--- config.mk ---
export PLATFORM = sky130hd
export DESIGN_NAME = rrlt_controller
export DESIGN_NICKNAME = d
export VERILOG_FILES = /design/src/hdl/request_response_latency_tracker_unit_macros.svh /design/src/hdl/rrlt_pkg.sv /design/src/hdl/rrlt_controller.sv
export SDC_FILE = /design/constraint.sdc
export NUM_CORES = 1
export LEC_CHECK = 0
export BUFFER_PORTS_ARGS = -buffer_cell sky130_fd_sc_hd__buf_2
export CAP_MARGIN = 40
export CORE_AREA = 2 2 39 41
export CTS_CLUSTER_SIZE = 12
export DETAILED_ROUTE_END_ITERATION = 16
export DIE_AREA = 0 0 41 43
export HOLD_SLACK_MARGIN = 0.06
export PLACE_DENSITY_LB_ADDON = 0.3
export SLEW_MARGIN = 30
export SYNTH_ARGS = -nofsm -noshare
export SYNTH_HDL_FRONTEND = slang
export SYNTH_SLANG_ARGS = --single-unit
--- constraint.sdc ---
create_clock -name i_clk -period 1.2 [get_ports i_clk]
set_input_delay 0.06 -clock i_clk [delete_from_list [all_inputs] [get_ports i_clk]]
set_output_delay 0.06 -clock i_clk [all_outputs]
set_load 0.03 [all_outputs]
--- src/hdl/request_response_latency_tracker_unit_macros.svh ---
// ----------------------------------------------------------------------------
// request/response latency tracker assertion macros
// concurrent checks clocked on i_clk, disabled while i_rst_n is low
// ----------------------------------------------------------------------------
`ifndef REQUEST_RESPONSE_LATENCY_TRACKER_UNIT_MACROS_SVH
`define REQUEST_RESPONSE_LATENCY_TRACKER_UNIT_MACROS_SVH
`ifndef SYNTH
`define RRLT_ASSERT_IMP(lbl, a, b) \
    lbl: assert property (@(posedge i_clk) disable iff (!i_rst_n) (a) |-> (b)) \
        else $error("rrlt assertion failed");
`define RRLT_ASSERT_NXT(lbl, a, b) \
    lbl: assert property (@(posedge i_clk) disable iff (!i_rst_n) (a) |=> (b)) \
        else $error("rrlt assertion failed");
`else
`define RRLT_ASSERT_IMP(lbl, a, b)
`define RRLT_ASSERT_NXT(lbl, a, b)
`endif
`endif

--- src/hdl/rrlt_pkg.sv ---
// ----------------------------------------------------------------------------
// rrlt_pkg
// shared types, codes and constants of the latency tracker
// ----------------------------------------------------------------------------
package rrlt_pkg;

    localparam int TABLE_ENTRIES = 2048;
    localparam int IDX_W         = $clog2(TABLE_ENTRIES);
    localparam int FILL_W        = IDX_W + 1;
    localparam int CFG_IDX_W     = 1;

    localparam logic [1:0] KIND_REQ = 2'd0;
    localparam logic [1:0] KIND_RSP = 2'd1;
    localparam logic [1:0] KIND_CLR = 2'd2;

    localparam logic [2:0] ST_RECORDED = 3'd0;
    localparam logic [2:0] ST_MATCHED  = 3'd1;
    localparam logic [2:0] ST_REJECTED = 3'd2;
    localparam logic [2:0] ST_FULL     = 3'd3;
    localparam logic [2:0] ST_CLEARED  = 3'd4;

    localparam logic [CFG_IDX_W-1:0] CFG_WINDOW = 1'd0;
    localparam logic [CFG_IDX_W-1:0] CFG_SLOW   = 1'd1;

    localparam logic [29:0] WINDOW_RESET = 30'd200000000;
    localparam logic [29:0] SLOW_RESET   = 30'd50000000;
    localparam logic signed [30:0] NS_PER_SEC = 31'sd1000000000;
    localparam logic [11:0] ACTIVE_MAX = 12'd4095;

    typedef struct packed {
        logic [1:0]  kind;
        logic        table_select;
        logic [31:0] flow_addr;
        logic [15:0] flow_port;
        logic [31:0] seq_number;
        logic [15:0] packet_length;
        logic [31:0] stamp_sec;
        logic [29:0] stamp_nsec;
    } t_in_item;

    typedef struct packed {
        logic [2:0]  status;
        logic [29:0] latency_ns;
        logic        sample_valid;
        logic        is_slow;
        logic [11:0] active_flows;
        logic [31:0] request_count;
        logic [31:0] response_count;
        logic [31:0] slow_count;
    } t_out_item;

    typedef struct packed {
        logic [48:0] key;
        logic [31:0] seq;
        logic [61:0] stamp;
    } t_entry;

    typedef struct packed {
        logic load;
        logic rd;
        logic hit;
        logic inc;
        logic clr;
        logic mul;
        logic fin;
    } t_ctrl_cmd;

    typedef struct packed {
        logic       in_valid;
        logic [1:0] in_kind;
        logic       fill_zero;
        logic       match;
        logic       last;
        logic       out_busy;
    } t_ctrl_sts;

endpackage

--- src/hdl/rrlt_controller.sv ---
// ----------------------------------------------------------------------------
// rrlt_controller
// sequencer for table scan, active mark sweep, arithmetic and result write
// ----------------------------------------------------------------------------
module rrlt_controller (
    input  logic                i_clk,
    input  logic                i_rst_n,
    input  rrlt_pkg::t_ctrl_sts i_sts,
    output rrlt_pkg::t_ctrl_cmd o_cmd,
    output logic                o_in_ready
);
    import rrlt_pkg::*;

    typedef enum logic [2:0] {S_IDLE, S_RD, S_CMP, S_CLR, S_MUL, S_FIN} t_state;

    t_state r_state, n_state;

    always_comb begin
        o_cmd      = '0;
        o_in_ready = 1'b0;
        n_state    = r_state;
        unique case (r_state)
            S_IDLE: begin
                o_in_ready = 1'b1;
                if (i_sts.in_valid) begin
                    o_cmd.load = 1'b1;
                    case (i_sts.in_kind)
                        KIND_REQ, KIND_RSP: n_state = i_sts.fill_zero ? S_MUL : S_RD;
                        KIND_CLR: n_state = i_sts.fill_zero ? S_FIN : S_CLR;
                        default: n_state = S_IDLE;
                    endcase
                end
            end
            S_RD: begin
                o_cmd.rd = 1'b1;
                n_state  = S_CMP;
            end
            S_CMP: begin
                if (i_sts.match) begin
                    o_cmd.hit = 1'b1;
                    n_state   = S_MUL;
                end else if (i_sts.last) begin
                    n_state = S_MUL;
                end else begin
                    o_cmd.inc = 1'b1;
                    n_state   = S_RD;
                end
            end
            S_CLR: begin
                o_cmd.clr = 1'b1;
                if (i_sts.last) begin
                    n_state = S_FIN;
                end else begin
                    o_cmd.inc = 1'b1;
                end
            end
            S_MUL: begin
                o_cmd.mul = 1'b1;
                n_state   = S_FIN;
            end
            S_FIN: begin
                if (!i_sts.out_busy) begin
                    o_cmd.fin = 1'b1;
                    n_state   = S_IDLE;
                end
            end
            default: n_state = S_IDLE;
        endcase
    end

    always_ff @(posedge i_clk) begin
        if (!i_rst_n) begin
            r_state <= S_IDLE;
        end else begin
            r_state <= n_state;
        end
    end
endmodule

# Word level (Yosys, flattened, before mapping)
# Index checks and enable logic that the tools add are counted.
dict set report classes {
  multipliers 0
  n_div 0
  order_cmp 0
  muxes 22
  addsub 0
  reduce_logical 4
  shift 0
  eq_ne 10
  bitwise_logic 0
}
# operator n
set op_table {}
lappend op_table {{$mux 3} 7}
lappend op_table {{$pmux 3 s6} 1}
lappend op_table {{$mux 1} 12}
lappend op_table {{$eq 3x2->1 const B} 2}
lappend op_table {{$eq 3x3->1 const B} 2}
lappend op_table {{$ne 2x2->1 const B} 3}
lappend op_table {{$pmux 3 s2} 1}
lappend op_table {{$eq 3x1->1 const B} 1}
lappend op_table {{$logic_not 3->1} 1}
lappend op_table {{$reduce_and 3->1} 1}
lappend op_table {{$eq 2x1->1 const B} 1}
lappend op_table {{$eq 2x2->1 const B} 1}
lappend op_table {{$logic_not 2->1} 1}
lappend op_table {{$pmux 1 s2} 1}
lappend op_table {{$reduce_or 2->1} 1}
dict set report totals {
  ramBits 0
  mem_bits_ro 0
  ff_bits 3
  latchBits 0
  elab_cells 37
  mem_count 0
}

# Longest topological paths before layout
# Gate-level depths: netlist of run 1.
dict set report logic_depth {
  word_depth 5
  ltp_mapped 4
}

# Least setup slack after synthesis of run 1
# OpenSTA, ideal clock, no wires.
dict set report synth_path {
  kind {register to output}
  startpoint {register r_state[0]}
  endpoint {output port o_cmd[6] in the netlist's numbering}
  path_buffers 1
  setup_slack_ns -0.478
  stages_incl_launch_ff 4
  t_arrival_ns 1.618
  required_ns 1.140
  cell_sequence {dfxtp_1 buf_6 nor3_1 and2_1}
}
# element line_no
set synth_rtl {}
lappend synth_rtl {{start, declared} rrlt_controller.sv:16} ;# t_state r_state, n_state;
lappend synth_rtl {{start signal, assigned} rrlt_controller.sv:75} ;# r_state <= n_state;
lappend synth_rtl {{end, declared} rrlt_controller.sv:9} ;# output rrlt_pkg::t_ctrl_cmd o_cmd,

# Worst setup path after layout of run 1
dict set report layout_path {
  startpoint {register r_state[0]}
  endpoint {register r_state[2]}
}
dict set report layout_between {
  elab_chain_cells 3
}
# element line_no
set layout_lines {}
lappend layout_lines {{$eq 3x2->1, or another cell as far along} rrlt_controller.sv:22} ;# unique case (r_state)
lappend layout_lines {{$ne 2x2->1 (no line)} n/a}
lappend layout_lines {{$reduce_and 3->1 (no line)} n/a}
# Parallel ways exist; a longest one is shown, timed or not.
# A chain may end at the register's enable or synchronous reset.

==> metrics.md, run 1 <==
| Metric | Value |
|---|---|
| First-pass DRT Iterations | 4 |
| Largest regs | r_state x3 |
| CTS tree | yes |
| Clk_skew | 0.00166 ns |
| CP arrival | 1.36 ns |
| Max Root-Sink Buffers | 2 |
| Setup violators final | 4 |
| CTS Hold Bufs | 0 |
| First-pass GRT wire length | 1760 um |
| Element type at the critical path end | register |
| Post-Syn Area | 360 um2 |
| Crit Path Category | register to register |
| Slew margin rel. | 0.760 |
| Most flop-heavy register | r_state |
| Flops & latches, synth | 3 |
| Worst Setup Slack, final | -0.0462 ns |
| Crit path depth | 3 |
| Commonest non-fill, non-tap cells in the layout | buf_2, buf_6, buf_4 |
| Die height | 43 um |
| DRT antenna net count | 0 |
| Pre-CTS setup slack | -0.0533 ns |
| Critical Path RT | 1.31 ns |
| # diodes | 0 |
| Warnings, synthesis | 0 |
| Placed insts | 75 |
| Syn Inst Count | 38 |
| CP Max Fanout | 7 |
| Post-Route WL | 1040 um |
| Die width | 41 um |
| Status | complete, but fails checks |
| LEAKAGE | 0.286 nW |
| Initial antenna violation count | 0 |
| Reg2reg start | r_state[0] |
| Tcrit/Tclk final | 1.04 |
| Max_cap viols | 0 |
| Grt total ovfl | 0 |
| CP startpoint kind | register |
| Vias in the first global route | 407 |
| Hold Crit Class | input pin to register |
| Initial Utilization | 0.260 |
| Drc violations | 0 |
| Hold path cells | 3 |
| Vias/cell | 4.79 |
| Worst hold slack | 0.112 ns |
| Worst-Skew Late Latency | 0.23 ns |
| Largest net degree at the start of global routing | 8 |
| Share of cells above drive strength 1 | 0.773 |
| Avg WL per Cell | 12.7 um |
| Die area | 1760 um2 |
| Crit path max-delay family | compound AO/OA/AOI/OAI gates |
| Detailed Place HPWL | 737 um |
| CP Launch Point | r_state[0] |
| WP buf/inv | 0 |
| Design Area, Final | 666 um2 |
| RePlAce Congestion | 0.736 |
| Area share of the largest cell type after synthesis | 0.167 |
| CTS Buf Count | 3 |
| Buffers on Ports | 16 |
| PwrDens | 1630 nW/um2 |
| Max reg flops | 3 |
| Crit-path slowest cell | or3_1 |
| Seq. cell area | 71.3 um2 |
| Post-synth cell types | 22 |
| Max stage delay on crit path | 0.37 ns |
| Reg2Reg Depth | 3 |
| # nets final | 76 |
| Root buffer cell | clkbuf_4 |
| Max VDD drop | 0.000792 V |
| Failing checks | setup timing |
| HP Start | i_sts[0] |
| CP cell instances | or3_1 > a221oi_2 > o32ai_2 |
| Multi-input gate area | 334 um2 |
| Hold Fails Final Rpt | 0 |
| Least-Margin Pin Slew | 0.359 ns |
| I/O Pins | 17 |
| Pwr Total | 1.09 mW |
| Core area | 1380 um2 |
| Filler Cell Count | 130 |
| Non-filler instance count after layout | 82 |
| GRT Overall Usage | 0.146 |
| Period minus WS final | 1.25 ns |
| FMAX | 0.802 GHz |
| Post-synthesis sequential area ratio | 0.167 |
| Reg clk slew, reported paths | 0.04 ns |
| Unrepaired setup endpoints after global routing | true |
| Placed Instance Area | 520 um2 |
| Row count | 14 |
| Cell taking the most area after synthesis | dfxtp_1 |
| Sink Count | 3 |
| Synth area leaders | dfxtp_1, o32ai_2, a221oi_2, a2111oi_4, buf_6 |
| Via count | 393 |
| 1st-iter DRT viols | 2 |
| Synthesized area per cell | 9.48 um2 |
| Net Count, Synth | 47 |
| Final slew viol count | 0 |
| Max H-tree Level | 1 |
| Area delta synth->final | 84.7% |
==> power breakdown <==
group	total [mW]	switching, mW	internal [mW]
Combinational	0.733	0.350	0.383
Clock	0.175	0.0501	0.124
Sequential	0.180	0.0458	0.134
Total	1.09	0.446	0.641
==> synth_stat cells, drive strengths merged <==
| cell | n |
|---|---|
| nand2 | 4 |
| and2b | 1 |
| nand2b | 2 |
| a2bb2oi | 1 |
| nor3b | 3 |
| nor3 | 3 |
| a2111oi | 1 |
| a32oi | 1 |
| o21bai | 1 |
| and3b | 1 |
| buf | 3 |
| o32ai | 2 |
| or3 | 1 |
| or4 | 1 |
| nor2b | 3 |
| dfxtp | 3 |
| a221oi | 2 |
| nand3 | 1 |
| o21a | 1 |
| and2 | 3 |
==> logic make-up (layout without fill, tap and decap cells) <==
group                  Yosys count  in the layout  share of synthesized area
AO/OA/AOI/OAI                    9              9                      0.340
buffers and inverters            3             31                     0.0833
AND/OR/NAND/NOR                 23             23                      0.410
flip-flops                       3              3                      0.167
==> final timing paths <==
path	endpoint	slack [ns]
hold / removal	r_state[2]	0.11
hold reg to reg	r_state[1]	0.58
setup reg to reg	r_state[2]	-0.05
setup / recovery	r_state[2]	-0.05
==> through the flow <==
step | util | TNS [ns]
3_3_place_gp | 0.376 | -0.0907
3_5_place_dp | 0.376 | -0.0925
4_1_cts | 0.466 | -0.125
5_1_grt | 0.481 | -0.480
2_1_floorplan | - | -0.0867
6_report | 0.481 | -0.106
==> cell type report <==
type,instances,share of cell area
clock buffer,4,0.0395
multi-input combinational,32,0.502
sequential,3,0.107
tap,16,0.0301
timing repair buffer,27,0.321
==> routing by layer <==
| layer | wire length (um) | global-route usage |
|---|---|---|
| met1 | 453 | 0.170 |
| met4 | 0 | 0.0600 |
| met2 | 550 | 0.234 |
| met3 | 36 | 0.0471 |
| met5 | 0 | 0 |
==> worst reg2reg max path, cell delays in order (launching register included) <==
cell      delay [ns]
dfxtp_4         0.36
or3_1           0.37
a221oi_2        0.29
o32ai_2         0.11
==> timing repair <==
action                                  CTS  global route
hold endpoints to repair                  0             0
setup buffers                             2             1
endpoints found under the setup margin    9            11
resized for setup                        26             4
pin swaps                                 7             7
Note: power is estimated with default switching activity, not from simulation.
==> inputs of run 2 (changes only) <==
Settings changed: PLACE_DENSITY_LB_ADDON 0.3 to unset.
Clock period 1.2 ns to 1.1 ns, I/O delays scaled along.
==> run 2 against run 1 <==
The run still ends with setup timing left. Count of clock-buffer cells in the layout unchanged. Register-to-register slack worse by 0.10 ns. Non-clock buffer count grew 5. Critical path depth is 2 higher. Worst hold slack barely moved. Sequential share of layout area decreased by 0.61 points. Clock skew is 0.00071 ns lower. Worst setup slack lost 0.12 ns. Flip-flop and latch count is the same. Sequential power up 6%.
==> metrics.md, run 2 (same netlist as run 1, synthesis figures left out) <==
| Metric | Value |
|---|---|
| Status | complete, but fails checks (unchanged) |
| Failing checks | setup timing (unchanged) |
| First-pass GRT wire length | 1670 um (was 1760 um) |
| Max_cap viols | 0 (unchanged) |
| Most common cell after layout, fill and taps aside | buf_4 |
| Largest net degree at the start of global routing | 8 (unchanged) |
| Hold Crit Class | input pin to register (unchanged) |
| Worst Setup Slack, final | -0.169 ns (was -0.0462 ns) |
| PwrDens | 1770 nW/um2 (was 1630 nW/um2) |
| First-pass DRT Iterations | 3 (was 4) |
| LEAKAGE | 0.313 nW (was 0.286 nW) |
| CP startpoint kind | register (unchanged) |
| FMAX | 0.788 GHz |
| Critical Path RT | 1.04 ns (was 1.31 ns) |
| GRT Overall Usage | 0.137 (was 0.146) |
| Clk_skew | 0.000944 ns (was 0.00166 ns) |
| Unrepaired setup endpoints after global routing | true (unchanged) |
| Slew margin rel. | 0.770 (was 0.760) |
| Drc violations | 0 (unchanged) |
| Max reg flops | 3 (unchanged) |
| Area delta synth->final | 95.8% (was 84.7%) |
| # nets final | 81 (was 76) |
| Row count | 14 (unchanged) |
| Placed insts | 79 (was 75) |
| Final Core Density | 0.510 (was 0.481) |
| # diodes | 0 (unchanged) |
| Placed Instance Area | 551 um2 (was 520 um2) |
| CP Max Fanout | 6 (was 7) |
| Seq. cell area | 71.3 um2 (unchanged) |
| Filler Cell Count | 125 (was 130) |
| Die height | 43 um (unchanged) |
| Most flop-heavy register | r_state (unchanged) |
| Die width | 41 um (unchanged) |
| Commonest non-fill, non-tap cells in the layout | buf_4, buf_6, buf_2 (was buf_2, buf_6, buf_4) |
| Via count | 428 (was 393) |
| Least-Margin Pin Slew | 0.345 ns (was 0.359 ns) |
| DRT antenna net count | 0 (unchanged) |
| Max H-tree Level | 1 (unchanged) |
| Vias/cell | 4.92 (was 4.79) |
| Buffers on Ports | 16 (unchanged) |
| Avg WL per Cell | 11.5 um (was 12.7 um) |
| Reg2Reg Depth | 4 (was 3) |
| Largest regs | r_state x3 (unchanged) |
| Max VDD drop | 0.000781 V (was 0.000792 V) |
| Share of cells above drive strength 1 | 0.775 (was 0.773) |
| 1st-iter DRT viols | 1 (was 2) |
| Die area | 1760 um2 (unchanged) |
| CTS tree | yes (unchanged) |
| Hold path cells | 2 (was 3) |
| Sink Count | 3 (unchanged) |
| Period minus WS final | 1.27 ns |
| I/O Pins | 17 (unchanged) |
| CTS Buf Count | 3 (unchanged) |
| Worst-Skew Late Latency | 0.23 ns (about the same) |
| Hold Fails Final Rpt | 0 (unchanged) |
| Initial antenna violation count | 0 (unchanged) |
| Grt total ovfl | 0 (unchanged) |
| Reg clk slew, reported paths | 0.03 ns (was 0.04 ns) |
| Crit Path Category | register to output pin (was register to register) |
| CP arrival | 1.21 ns (was 1.36 ns) |
| Max Root-Sink Buffers | 2 (unchanged) |
| Multi-input gate area | 327 um2 (was 334 um2) |
| Element type at the critical path end | output pin (was register) |
| Design Area, Final | 706 um2 (was 666 um2) |
| Root buffer cell | clkbuf_4 (unchanged) |
| Post-route setup TNS | -1.27 ns (was -0.106 ns) |
| Initial Utilization | 0.260 (unchanged) |
| Tcrit/Tclk final | 1.15 |
| Core area | 1380 um2 (unchanged) |
| Final slew viol count | 0 (unchanged) |
| Non-filler instance count after layout | 87 (was 82) |
| RePlAce Congestion | 0.768 (was 0.736) |
| Setup violators final | 10 (was 4) |
| Post-Route WL | 1000 um (was 1040 um) |
| Vias in the first global route | 400 (was 407) |
[run 2: cell types whose count changed in the layout (fill, tap and decap cells not counted)]
cell	before	now
buf_2	9	8
nand2b_4	1	0
buf_6	9	11
buf_4	9	13
nand2b_1	1	2
[run 2: area by class of cell]
type                       count  share of cell area
sequential                     3               0.101
tap                           16              0.0284
multi-input combinational     32               0.463
clock buffer                   4              0.0372
timing repair buffer          32               0.371
[run 2: critical path, cell delays in order (launching register included)]
cell and delay (ns):
dfxtp_4 0.36, buf_6 0.13, buf_6 0.12, nor2b_4 0.11, and2_4 0.14, buf_6 0.12
[run 2: stage by stage]
stage / total power [mW] / hold WS, ns / setup slack, ns
after detailed placement: 0.873 / 0.349 / -0.190
after floorplan: 0.671 / 0.178 / -0.131
after global placement: 0.863 / 0.348 / -0.125
final: 1.25 / 0.112 / -0.169
after global routing: 1.34 / 0.112 / -0.250
after CTS: 1.21 / 0.105 / -0.176
[run 2: what timing repair did]
action                     in CTS  in global routing
buffers inserted                2                  2
resized for setup              27                  5
pin swaps                       5                  6
setup endpoints to repair      10                 11
hold buffers                    0                  0
[run 2: final timing paths]
path	startpoint	endpoint	slack [ns]
worst max-delay path	r_state[0]	o_cmd[4]	-0.17
worst min-delay path	i_rst_n	r_state[1]	0.11
worst max register to register	r_state[1]	r_state[2]	-0.15
worst min register to register	r_state[2]	r_state[1]	0.53
[run 2: where the power goes]
part	leakage (nW)	internal, mW	switching, mW
combinational	0.271	0.474	0.392
sequential	0.0267	0.146	0.0431
clock	0.0150	0.136	0.0548
[run 2: per-layer routing]
layer | global-route usage | part of all wire
met5 | 0 | 0
met4 | 0.0533 | 0.010
met3 | 0.0628 | 0.055
met2 | 0.200 | 0.51
met1 | 0.170 | 0.42
==> inputs of run 3 (changes only) <==
==> constraint.sdc (replaced) <==
create_clock -name i_clk -period 1.1 [get_ports i_clk]
set_input_delay 0.22 -clock i_clk [delete_from_list [all_inputs] [get_ports i_clk]]
set_output_delay 0.22 -clock i_clk [all_outputs]
set_load 0.03 [all_outputs]
==> run 3 against run 2 <==
The run still ends with setup timing left. Sequential power is 9% higher. Clock power grew 3%. Routed wire length increased by 22%. Maximum frequency decreased by 8.5%. Critical endpoint is now o_cmd[6].
==> metrics.md, run 3 (same netlist as run 1, synthesis figures left out) <==
| Metric | Value |
|---|---|
| Reg2reg start | r_state[0] (was r_state[1]) |
| Largest net degree at the start of global routing | 9 (was 8) |
| 1st-iter DRT viols | 3 (was 1) |
| Worst Setup Slack, final | -0.288 ns (was -0.169 ns) |
| Design Area, Final | 785 um2 (was 706 um2) |
| Reg2Reg Depth | 4 (unchanged) |
| CTS Hold Bufs | 0 (unchanged) |
| Vias/cell | 4.89 (was 4.92) |
| RePlAce Congestion | 0.755 (was 0.768) |
| # nets final | 85 (was 81) |
| Largest regs | r_state x3 (unchanged) |
| Initial antenna violation count | 0 (unchanged) |
| I/O Pins | 17 (unchanged) |
| Buffers on Ports | 16 (unchanged) |
| Area delta synth->final | 118% (was 95.8%) |
| Met1 usage | 0.165 (was 0.170) |
| Max_cap viols | 0 (unchanged) |
| CP startpoint kind | register (unchanged) |
| Filler Cell Count | 123 (was 125) |
| Die width | 41 um (unchanged) |
| Post-Route WL | 1220 um (was 1000 um) |
| Most common cell after layout, fill and taps aside | buf_6 (was buf_4) |
| GRT Overall Usage | 0.167 (was 0.137) |
| CTS tree | yes (unchanged) |
| Initial Utilization | 0.260 (unchanged) |
| Commonest non-fill, non-tap cells in the layout | buf_6, buf_4, buf_2 (was buf_4, buf_6, buf_2) |
| Detailed Place HPWL | 869 um |
| # diodes | 0 (unchanged) |
| Met2 usage | 0.294 (was 0.200) |
| Tcrit/Tclk final | 1.26 (was 1.15) |
| Setup violators final | 10 (unchanged) |
| Drc violations | 0 (unchanged) |
| Core area | 1380 um2 (unchanged) |
| Final slew viol count | 0 (unchanged) |
| Least-Margin Pin Slew | 0.333 ns (was 0.345 ns) |
| PwrDens | 1710 nW/um2 (was 1770 nW/um2) |
| Avg WL per Cell | 13.4 um (was 11.5 um) |
| Post-route setup TNS | -2.28 ns (was -1.27 ns) |
| Max Root-Sink Buffers | 2 (unchanged) |
| FMAX | 0.721 GHz (was 0.788 GHz) |
| Grt total ovfl | 0 (unchanged) |
| CP Max Fanout | 6 (unchanged) |
| Crit path max-delay family | flip-flops (was buffers and inverters) |
| Crit path depth | 4 (was 5) |
| CP Launch Point | r_state[2] (was r_state[0]) |
| Hold Crit Class | input pin to register (unchanged) |
| Max stage delay on crit path | 0.35 ns (was 0.36 ns) |
| Slew margin rel. | 0.778 (was 0.770) |
| Row count | 14 (unchanged) |
| CP arrival | 1.17 ns (was 1.21 ns) |
| Die height | 43 um (unchanged) |
| Most frequent cell on the critical path | buf_6 (unchanged) |
| DRT antenna net count | 0 (unchanged) |
| Max reg flops | 3 (unchanged) |
| GRT busiest layer | met2 (unchanged) |
| Element type at the critical path end | output pin (unchanged) |
| First-pass GRT wire length | 1950 um (was 1670 um) |
| Crit Path Category | register to output pin (unchanged) |
| Max VDD drop | 0.000880 V (was 0.000781 V) |
| Pwr Total | 1.34 mW (was 1.25 mW) |
| Status | complete, but fails checks (unchanged) |
| Grt met3 use | 0.0471 (was 0.0628) |
| Clk_skew | 0.00602 ns (was 0.000944 ns) |
| LEAKAGE | 0.339 nW (was 0.313 nW) |
| Die area | 1760 um2 (unchanged) |
| Internal reg-to-reg setup slack | -0.19 ns (was -0.15 ns) |
| First-pass DRT Iterations | 2 (was 3) |
| Reg clk slew, reported paths | 0.04 ns (was 0.03 ns) |
| Reg-to-Reg End | r_state[2] (unchanged) |
| Critical Path RT | 0.88 ns (was 1.04 ns) |
| Sink Count | 3 (unchanged) |
| Via count | 445 (was 428) |
| Period minus WS final | 1.39 ns (was 1.27 ns) |
| CP cell instances | buf_6 > nor3_4 > and2_4 > buf_6 (was buf_6 > buf_6 > nor2b_4 > and2_4 > buf_6) |
| Multi-input gate area | 367 um2 (was 327 um2) |
| Worst-Skew Late Latency | 0.24 ns (was 0.23 ns) |
| Share of cells above drive strength 1 | 0.853 (was 0.775) |
| Placed Instance Area | 572 um2 (was 551 um2) |
| Pre-CTS setup slack | -0.165 ns (was -0.190 ns) |
| Worst Setup EP | o_cmd[6] (was o_cmd[4]) |
| Vias in the first global route | 505 (was 400) |
| Most flop-heavy register | r_state (unchanged) |
| Failing checks | setup timing (unchanged) |
| Max H-tree Level | 1 (unchanged) |
| Hold Fails Final Rpt | 0 (unchanged) |
| Seq. cell area | 71.3 um2 (unchanged) |
| Crit-path slowest cell | dfxtp_4 (unchanged) |
| CTS Buf Count | 3 (unchanged) |
| Root buffer cell | clkbuf_4 (unchanged) |
| Unrepaired setup endpoints after global routing | true (unchanged) |
| WP buf/inv | 2 (was 3) |
[run 3: area by class of cell]
type	count	share of cell area
Tap cell	16	0.0255
Sequential cell	3	0.0909
Clock buffer	4	0.0335
Timing Repair Buffer	36	0.383
Multi-Input combinational cell	32	0.467
[run 3: repair_timing]
| item | CTS | global route |
|---|---|---|
| gates resized for setup | 32 | 5 |
| endpoints found under the setup margin | 11 | 11 |
| pin swaps | 11 | 7 |
| buffers inserted | 6 | 1 |
[run 3: per-layer routing]
layer	up-vias	wire, um
met5	-	0
li1	220	-
met4	0	0
met3	0	46
met2	11	731
met1	214	444
[run 3: stage by stage]
stage / utilization / std cells / hold slack [ns]
floorplan: - / 38 / 0.375
global placement: 0.413 / 80 / 0.503
global route: 0.567 / 91 / 0.296
finish: 0.567 / 91 / 0.263
CTS: 0.544 / 90 / 0.266
detailed placement: 0.413 / 80 / 0.515
[run 3: worst register-to-register path, delay by kind of cell (launching register included)]
| kind | cells | cell delay [ns] |
|---|---|---|
| DFF | 1 | 0.37 |
| buffers and inverters | 1 | 0.13 |
| AOI/OAI and AO/OA | 3 | 0.70 |
[run 3: power breakdown]
part | total (mW) | switching (mW) | internal, mW | leakage (nW)
clock network | 0.197 | 0.0608 | 0.136 | 0.0150
logic | 0.941 | 0.413 | 0.528 | 0.297
registers | 0.207 | 0.0600 | 0.147 | 0.0267
[run 3: worst min-delay path by stage]
stage,endpoint,depth (start not counted),slack (ns),from
after floorplan,r_state[2],2,0.37,i_sts[0]
after global placement,r_state[2],3,0.50,i_sts[0]
after detailed placement,r_state[1],2,0.52,i_rst_n
after CTS,r_state[1],2,0.27,i_rst_n
after global routing,r_state[1],2,0.30,i_rst_n
final,r_state[2],3,0.26,i_sts[0]
